$ cat src/design/psl_pkg.sv
// Shared types, sizes and helper functions of the polygon plane slice unit.
package psl_pkg;

	localparam int COORD_BITS    = 32;
	localparam int NORMAL_BITS   = 16;
	localparam int PROD_BITS     = COORD_BITS + NORMAL_BITS;
	localparam int DIST_BITS     = COORD_BITS + NORMAL_BITS + 2;
	localparam int DEN_BITS      = DIST_BITS + 1;
	localparam int QUO_BITS      = COORD_BITS;
	localparam int QCNT_BITS     = $clog2(QUO_BITS);
	localparam int DELTA_BITS    = COORD_BITS + 1;
	localparam int NUM_BITS      = QUO_BITS + DIST_BITS;
	localparam int CHUNK_BITS    = 16;
	localparam int CHUNKS        = (DIST_BITS + CHUNK_BITS - 1) / CHUNK_BITS;
	localparam int CHUNK_IDX     = $clog2(CHUNKS);
	localparam int CFG_IDX_BITS  = 3;
	localparam int CFG_DATA_BITS = 32;
	localparam int OFS_PAD       = DIST_BITS - COORD_BITS - (NORMAL_BITS - 2);

	typedef enum logic [CFG_IDX_BITS-1:0] {
		CFG_NX      = 3'd0,
		CFG_NY      = 3'd1,
		CFG_NZ      = 3'd2,
		CFG_OFFSET  = 3'd3,
		CFG_NORM_EN = 3'd4
	} cfg_idx_t;

	typedef enum logic {
		JOB_POINT = 1'b0,
		JOB_CLOSE = 1'b1
	} job_kind_t;

	typedef struct packed {
		logic signed [COORD_BITS-1:0]  pos_x;
		logic signed [COORD_BITS-1:0]  pos_y;
		logic signed [COORD_BITS-1:0]  pos_z;
		logic signed [NORMAL_BITS-1:0] vnorm_x;
		logic signed [NORMAL_BITS-1:0] vnorm_y;
		logic signed [NORMAL_BITS-1:0] vnorm_z;
		logic                          last_vertex;
	} vtx_beat_t;

	typedef struct packed {
		logic signed [COORD_BITS-1:0]  start_x;
		logic signed [COORD_BITS-1:0]  start_y;
		logic signed [COORD_BITS-1:0]  start_z;
		logic signed [COORD_BITS-1:0]  end_x;
		logic signed [COORD_BITS-1:0]  end_y;
		logic signed [COORD_BITS-1:0]  end_z;
		logic signed [NORMAL_BITS-1:0] start_nx;
		logic signed [NORMAL_BITS-1:0] start_ny;
		logic signed [NORMAL_BITS-1:0] start_nz;
		logic signed [NORMAL_BITS-1:0] end_nx;
		logic signed [NORMAL_BITS-1:0] end_ny;
		logic signed [NORMAL_BITS-1:0] end_nz;
	} seg_beat_t;

	typedef struct packed {
		logic signed [NORMAL_BITS-1:0] plane_nx;
		logic signed [NORMAL_BITS-1:0] plane_ny;
		logic signed [NORMAL_BITS-1:0] plane_nz;
		logic signed [COORD_BITS-1:0]  plane_offset;
		logic                          normals_enable;
	} plane_cfg_t;

	typedef struct packed {
		logic [2:0][COORD_BITS-1:0]  pos;
		logic [2:0][NORMAL_BITS-1:0] nrm;
		logic signed [DIST_BITS-1:0] dval;
	} vertex_t;

	// One unit of work for the back end: a point found on an edge, or the close of a face.
	typedef struct packed {
		job_kind_t                   kind;
		logic [2:0][COORD_BITS-1:0]  a_pos;
		logic [2:0][NORMAL_BITS-1:0] a_nrm;
		logic [2:0][COORD_BITS-1:0]  b_pos;
		logic [2:0][NORMAL_BITS-1:0] b_nrm;
		logic [DIST_BITS-1:0]        wgt;
		logic [DEN_BITS-1:0]         den;
	} job_t;

	typedef struct packed {
		logic push;
		logic full;
	} q_wr_t;

	function automatic logic [DIST_BITS-1:0] dist_mag(input logic signed [DIST_BITS-1:0] d);
		logic [DIST_BITS-1:0] m;
		m = d[DIST_BITS-1] ? DIST_BITS'(-d) : DIST_BITS'(d);
		return m;
	endfunction

	// True when vertex a gives a point for the edge from a to b.
	function automatic logic edge_hit(input vertex_t a, input vertex_t b);
		logic hit;
		hit = (a.dval == '0)
			|| (a.dval[DIST_BITS-1] && !b.dval[DIST_BITS-1] && b.dval != '0)
			|| (!a.dval[DIST_BITS-1] && a.dval != '0 && b.dval[DIST_BITS-1]);
		return hit;
	endfunction

	// A vertex on the plane is sent with zero weight, which leaves it unchanged.
	function automatic job_t edge_job(input vertex_t a, input vertex_t b);
		job_t j;
		j.kind  = JOB_POINT;
		j.a_pos = a.pos;
		j.a_nrm = a.nrm;
		if (a.dval == '0) begin
			j.b_pos = a.pos;
			j.b_nrm = a.nrm;
			j.wgt   = '0;
			j.den   = DEN_BITS'(1);
		end else begin
			j.b_pos = b.pos;
			j.b_nrm = b.nrm;
			j.wgt   = dist_mag(a.dval);
			j.den   = {1'b0, dist_mag(a.dval)} + {1'b0, dist_mag(b.dval)};
		end
		return j;
	endfunction

endpackage

$ cat src/design/psl_queue.sv
// Short job queue between the front end and the back end.
module psl_queue import psl_pkg::*; (
	input  logic  clk,
	input  logic  arst_n,
	input  q_wr_t qwr,
	input  job_t  wr_job,
	input  logic  pop,
	output logic  empty,
	output job_t  head
);

	localparam int DEPTH = 4;
	localparam int PTR_BITS = $clog2(DEPTH);

	job_t                store_q [DEPTH];
	logic [PTR_BITS-1:0] wr_ptr_q;
	logic [PTR_BITS-1:0] rd_ptr_q;
	logic [PTR_BITS:0]   cnt_q;

	assign empty = (cnt_q == '0);
	assign head  = store_q[rd_ptr_q];

	always_ff @(posedge clk or negedge arst_n) begin
		if (!arst_n) begin
			wr_ptr_q <= '0;
			rd_ptr_q <= '0;
			cnt_q    <= '0;
		end else begin
			if (qwr.push) begin
				wr_ptr_q <= wr_ptr_q + 1'b1;
			end
			if (pop) begin
				rd_ptr_q <= rd_ptr_q + 1'b1;
			end
			cnt_q <= cnt_q + (PTR_BITS+1)'(qwr.push) - (PTR_BITS+1)'(pop);
		end
	end

	always_ff @(posedge clk) begin
		if (qwr.push) begin
			store_q[wr_ptr_q] <= wr_job;
		end
	end

endmodule

$ cat config.mk
export PLATFORM = sky130hd
export DESIGN_NAME = psl_queue
export DESIGN_NICKNAME = d
export VERILOG_FILES = /design/src/design/psl_pkg.sv /design/src/design/psl_queue.sv
export SDC_FILE = /design/constraint.sdc
export NUM_CORES = 1
export LEC_CHECK = 0
export BUFFER_PORTS_ARGS = -buffer_cell sky130_fd_sc_hd__buf_4
export CELL_PAD_IN_SITES_DETAIL_PLACEMENT = 1
export CELL_PAD_IN_SITES_GLOBAL_PLACEMENT = 1
export CORE_MARGIN = 5
export CORE_UTILIZATION = 50
export CTS_CLUSTER_DIAMETER = 40
export CTS_CLUSTER_SIZE = 40
export DETAILED_ROUTE_END_ITERATION = 10
export HOLD_SLACK_MARGIN = 0.05
export PLACE_DENSITY_LB_ADDON = 0.3
export SLEW_MARGIN = 20
export SYNTH_ARGS = -nofsm -noshare
export SYNTH_HDL_FRONTEND = slang
export SYNTH_SLANG_ARGS = --single-unit
export TNS_END_PERCENT = 30
$ cat constraint.sdc
create_clock -name clk -period 13 [get_ports clk]
set_input_delay 3.9 -clock clk [delete_from_list [all_inputs] [get_ports clk]]
set_output_delay 3.9 -clock clk [all_outputs]
set_load 0.03 [all_outputs]
==> summary.txt, run 1 <==
Run status
  – Status: completed

Timing
  – Skew final: 0.0340 ns
  – Setup-failing EPs final: 0
  – Final period util: 61.9%
  – FMAX: 124 MHz
  – Tightest Pin Transition: 1.42 ns
  – Rel. slew slack: 5.53%
  – Unrepaired setup endpoints after global routing: false
  – Tmin final: 8.05 ns
  – WHS: 0.542 ns
  – Fin. max-slew vios: 0
  – Final Hold Fails: 0

Clocking
  – Root Buffer: clkbuf_16
  – Hold_buf cts: 0
  – Clock buffer depth: 3
  – H-tree levels: 4
  – Clock slew at reported path FFs: 0.06 ns
  – Clock latency on the worst-skew pair: 0.79 ns
  – Post-CTS setup repair buffer count: 0
  – CTS Sinks: 1567
  – CTS buffer count: 175
  – CTS tree: yes
  – Post-CTS Resized: 0

Route
  – Total vias in the final route: 26000
  – DRC: 0
  – Per-cell routed wire length: 29.6 um
  – Via density: 5.57
  – Routed Wire Length: 138 mm
  – First drt pass iteration count: 4
  – Initial drt markers: 1721
  – Routed Antenna Nets: 0

Pwr
  – Leakage power: 23.9 nW
  – Peak supply drop: 0.000192 V
  – Pwr dens: 260 mW/mm^2

Finish
  – Share of cells above drive strength 1: 48.2%
  – Final core utilization: 61.8%
  – Layout Nets: 3367
  – Layout fillers: 9209
  – Area growth syn-to-layout: 23.2%

Placement
  – Port Buf Inserts: 784
  – HPWL Detailed: 84.8 mm
  – Final GP Congestion: 0.787

Setup path
  – Arrival @ worst endpoint: 4.15 ns
  – CP max FO: 96
  – Worst Setup Start Kind: flip-flop
  – CP max-delay cell: dfrtp_4
  – Crit-path cells: buf_12, buf_12, mux4_2, buf_4
  – CP peak stage delay: 1.09 ns
  – Crit path top cell by count: buf_12
  – CP Buf/Inv Count: 3
  – Endpoint class of the critical path: primary output
  – Critical Path RT: 9.10 ns
  – Worst path top cell family by delay: buffers and inverters
  – Setup CP Type: flip-flop to primary output

Yosys
  – Commonest cells in the netlist: edfxtp_1 (1560), mux4_2 (390), buf_2 (42)
  – Syn Nets: 2473
  – Synth top area share: 82.1%
  – Largest area contributor in the netlist: edfxtp_1
  – FF+latch count, synth: 1567
  – Seq/Total Area, Yosys: 82.4%
  – Largest cells by area after synthesis: edfxtp_1 (82%), mux4_2 (15%), buf_12 (1.4%)
  – Number of enable flip-flop cells after synthesis: 1560
  – Async set-reset flop share out of synthesis: 0.447%
  – Mapped Cells: 2071
  – Post-Syn Area: 0.0571 sq mm
  – Count leader, synth: edfxtp_1
  – Synth cell types: 18
  – Synth warn: 0
  – Mean Syn Cell Area: 27.6 sq um
  – Primary FF master, synth: edfxtp_1

Floorplan
  – Core footprint: 0.114 sq mm
  – Initial core utilization: 50.1%
  – Ports: 786
  – Die width: 348 um
  – Die area: 0.121 sq mm
  – Cell row count: 124
  – Die Y: 348 um

Global routing
  – Initial antenna violation count: 58
  – Grt ovf: 0
  – Gr usage total: 22.6%
  – Vias in the first global route: 28900
  – Largest net degree at the start of global routing: 156
  – First-pass GRT wire length: 200 mm

Worst hold path
  – Hold Crit Class: flip-flop to flip-flop

Job
  – Max-Cap Viols: 0
[path summary, 6_finish.rpt]
path                            slack (ns)  cells after the start         endpoint   startpoint
min in group asynchronous             2.94                      1      wr_ptr_q[1]       arst_n
worst min register to register        0.54                      1      wr_ptr_q[0]  wr_ptr_q[0]
worst min-delay path                  0.54                      1      wr_ptr_q[0]  wr_ptr_q[0]
worst max register to register        9.44                      5  store_q[0][198]  wr_ptr_q[0]
max in group asynchronous             9.91                      1      rd_ptr_q[0]       arst_n
worst max-delay path                  4.95                      4        head[198]  rd_ptr_q[0]
[report_power, final]
| part | total, mW | internal, mW | switching, mW | leakage (nW) |
|---|---|---|---|---|
| combinational | 6.30 | 2.41 | 3.89 | 6.53 |
| clock | 5.09 | 2.96 | 2.13 | 2.94 |
| sequential | 6.91 | 6.62 | 0.292 | 14.4 |
| total | 18.3 | 12.0 | 6.31 | 23.9 |
[state kept, by name (all words and copies together) (netlist names)]
name,cells
cnt_q,3
wr_ptr_q,2
store_q,1560
rd_ptr_q,2
[area by class of cell]
type	count	area [sq um]	area share, %
Sequential cell	1567	47000	66.8
Inverter	6	22.5	0.0320
Tap cell	1512	1890	2.69
Clock buffer	187	4460	6.33
Clock inverter	139	1640	2.34
Timing Repair Buffer	805	6230	8.85
Antenna cell	43	108	0.153
Multi-Input combinational cell	410	8970	12.8
[cells by family after synthesis]
group	count (synthesis)	synth area share [%]
DFF	1567	82.4
muxes	390	15.4
buffers and inverters	94	1.92
adders and majority gates	7	0.167
and+or+nand+nor	7	0.0658
xor gates and xnor gates	5	0.0767
AOI/OAI and AO/OA	1	0.00876
[layout by cell type (no fill, tap or decap), drive strengths merged]
| cell type | count |
|---|---|
| and2 | 4 |
| buf | 805 |
| bufinv | 20 |
| clkbuf | 187 |
| clkinv | 61 |
| clkinvlp | 15 |
| dfrtp | 7 |
| diode | 43 |
| edfxtp | 1560 |
| fa | 1 |
| ha | 6 |
| inv | 49 |
| mux4 | 390 |
| nand2 | 2 |
| nor3 | 1 |
| o21ai | 1 |
| xnor2 | 3 |
| xor2 | 2 |
[stage by stage]
stage	total power, mW	instances	worst slack (ns)	area [sq um]	setup TNS (ns)
detailed placement	13.4	4299	5.66	64100	0
global route	19.0	4657	4.60	70300	0
global placement	13.2	4299	5.65	64100	0
CTS	18.5	4625	4.81	70200	0
floorplan	11.5	2071	-0.415	57100	-323.89
finish	18.3	4669	4.95	70400	0
[layer usage]
layer  GRT usage [%]  vias up  share of wire, %
li1                -    10900                 -
met1            25.3    13700                34
met2            37.7     1083                52
met3            9.40      258                10
met4            10.7       30               3.7
met5               0        -              0.15
No activity file was read; power rests on OpenSTA's default activity.
==> run 2, diff against run 1 <==
Settings changed: ABC_AREA set to 1, CORE_UTILIZATION 50 to 46.
Clock period 13 ns to 7.87 ns, I/O delays scaled along.
==> run 2 against run 1 <==
- first-iteration DRC count increased by 61%
- highest routed layer unchanged
- cell count increased by 95%
- die area increased by 24%
- core utilization decreased by 4.6 points
- critical path depth increased by 2
- critical path type unchanged
- largest cell class unchanged
==> summary.txt, run 2 <==
Yosys
  – Mapped Cells: 6155
  – Largest cells by area after synthesis: edfxtp_1 (71%), nand2_1 (11%), inv_1 (9.0%)
  – Syn Nets: 6557
  – Number of enable flip-flop cells after synthesis: 1560
  – Count leader, synth: nand2_1
  – Synth top area share: 71.3%
  – FF+latch count, synth: 1567
  – Primary FF master, synth: edfxtp_1
  – Seq/Total Area, Yosys: 71.6%
  – Synth warn: 0
  – Synth cell types: 16
  – Post-Syn Area: 0.0657 sq mm
  – Async set-reset flop share out of synthesis: 0.447%
  – Commonest cells in the netlist: nand2_1 (1961), inv_1 (1573), edfxtp_1 (1560)
  – Largest area contributor in the netlist: edfxtp_1
  – Mean Syn Cell Area: 10.7 sq um

Floorplan
  – Initial core utilization: 46.3%
  – Cell row count: 138
  – Die area: 0.150 sq mm
  – Ports: 786
  – Core footprint: 0.142 sq mm
  – Die Y: 388 um
  – Die width: 388 um

Clocking
  – CTS Sinks: 1567
  – CTS tree: yes
  – Post-CTS setup repair buffer count: 0
  – Clock buffer depth: 3
  – Clock slew at reported path FFs: 0.05 ns
  – Clock latency on the worst-skew pair: 0.80 ns
  – Root Buffer: clkbuf_16
  – CTS buffer count: 215
  – H-tree levels: 4
  – Post-CTS Resized: 0
  – Hold_buf cts: 0

Route
  – DRC: 0
  – Initial drt markers: 2774
  – First drt pass iteration count: 5
  – Routed Wire Length: 195 mm
  – Via density: 4.98
  – Routed Antenna Nets: 0
  – Total vias in the final route: 45200
  – Per-cell routed wire length: 21.4 um

Global routing
  – Largest net degree at the start of global routing: 221
  – Grt ovf: 0
  – Vias in the first global route: 49800
  – First-pass GRT wire length: 291 mm
  – Initial antenna violation count: 72
  – Gr usage total: 25.2%

Setup path
  – CP peak stage delay: 0.72 ns
  – R2R cell count: 6
  – Worst path top cell family by delay: buffers and inverters
  – Crit-path cells: inv_8, buf_4, nand2_1, nand3_1, nand2_1, buf_4
  – Reg2Reg Setup Slack: 4.68 ns
  – Endpoint class of the critical path: primary output
  – Worst Setup Start Kind: flip-flop
  – CP Buf/Inv Count: 3
  – Critical Path RT: 5.51 ns
  – Levels on crit path: 6
  – CP max FO: 143
  – CP max-delay cell: inv_8
  – Arrival @ worst endpoint: 3.71 ns
  – Setup CP Type: flip-flop to primary output

Timing
  – WHS: 0.539 ns
  – Worst setup margin: 1.80 ns
  – TNS Setup: 0 ns
  – Rel. slew slack: 23.8%
  – Setup-failing EPs final: 0
  – Unrepaired setup endpoints after global routing: false
  – Final Hold Fails: 0
  – FMAX: 165 MHz
  – Tightest Pin Transition: 1.14 ns
  – Skew final: 0.0333 ns
  – Tmin final: 6.07 ns
  – Fin. max-slew vios: 0
  – Final period util: 77.1%

Pwr
  – Clock power frac: 28.6%
  – Seq pwr share: 31.6%
  – Leakage power: 37.3 nW
  – Cell-internal power: 21.1 mW
  – Net Sw Frac: 41.2%
  – Switching Power: 14.8 mW
  – Peak supply drop: 0.000331 V
  – Pwr dens: 442 mW/mm^2
  – Combinational power share: 39.8%

Finish
  – Largest regs: store_q: 1560 flops, cnt_q: 3 flops
  – Final core utilization: 57.2%
  – Finished Cell Area: 0.0811 sq mm
  – Commonest non-fill, non-tap cells in the layout: nand2_1 (1957), inv_1 (1568), edfxtp_1 (1560)
  – Max reg flops: 1560
  – Register area: 0.0470 sq mm
  – Area of the multi-input gates: 0.0114 sq mm
  – Area growth syn-to-layout: 23.5%
  – Share of cells above drive strength 1: 17.1%
  – Layout fillers: 15100
  – Layout Nets: 7346
  – Most common cell after layout, fill and taps aside: nand2_1
  – Largest Register: store_q

Worst hold path
  – Hold Path Depth: 2
  – Hold Crit Class: flip-flop to flip-flop

Placement
  – Dpl ws: 2.67 ns
  – Port Buf Inserts: 784
  – Final GP Congestion: 0.755
  – HPWL Detailed: 114 mm
  – DP Area: 0.0732 sq mm

Job
  – Max-Cap Viols: 0

Run status
  – Status: completed
[run 2: cell count changes after synthesis, moves of 11 or more]
cell / change
buf_6: +11
clkbuf_1: +50
mux4_2: -390
nand3_1: +781
nand2_1: +1959
buf_2: +130
inv_1: +1567
buf_4: +13
buf_12: -41
[run 2: worst register-to-register path, stage by stage (launching register included)]
cell        delay (ns)
dfrtp_1           0.43
inv_1             0.11
ha_1              0.17
nand2_2           0.07
clkinvlp_4        0.57
buf_4             0.63
buf_4             0.75
[run 2: power by group through the flow]
stage	logic [mW]	clock network [mW]	registers, mW
6_report	14.3	10.2	11.3
5_1_grt	15.3	10.8	11.4
4_1_cts	14.5	10.4	11.3
3_5_place_dp	14.2	0	11.5
3_3_place_gp	13.9	0	11.4
2_1_floorplan	8.67	0	11.7
[run 2: worst paths after layout]
path	startpoint	to
min	cnt_q[1]	cnt_q[2]
max reg2reg	wr_ptr_q[0]	store_q[2][366]
max in group asynchronous	arst_n	rd_ptr_q[0]
max	rd_ptr_q[0]	head[37]
min reg2reg	cnt_q[1]	cnt_q[2]
min in group asynchronous	arst_n	rd_ptr_q[1]
[run 2: per-stage QoR]
stage,power (mW),cells
finish,35.9,9084
global route,37.6,9067
CTS,36.2,9022
detailed placement,25.7,8617
global placement,25.2,8617
floorplan,20.4,6155
[run 2: cell type report]
class                   count  area share [%]
inverters                1574            7.32
clock inverters           179            2.82
flip-flops and latches   1567            58.0
clock buffers             226            6.71
multi-input cells        2754            14.1
well taps                1890            2.92
diodes                     62           0.191
repair buffers            832            7.98
[run 2: cells by family after synthesis]
kind of cell | after synthesis | synth area share [%]
xor gates and xnor gates | 3 | 0.0400
and+or+nand+nor | 2743 | 17.2
adders and majority gates | 7 | 0.145
AOI/OAI and AO/OA | 1 | 0.00761
DFF | 1567 | 71.6
buffers and inverters | 1834 | 11.0
[run 2: per-layer routing]
metal | vias to the layer above | part of all wire (%) | track usage, %
met4 | 28 | 4.9 | 12.4
met3 | 386 | 7.9 | 7.50
met1 | 22600 | 36 | 27.8
met5 | - | 0.097 | 0
li1 | 20900 | - | -
met2 | 1271 | 51 | 44.3
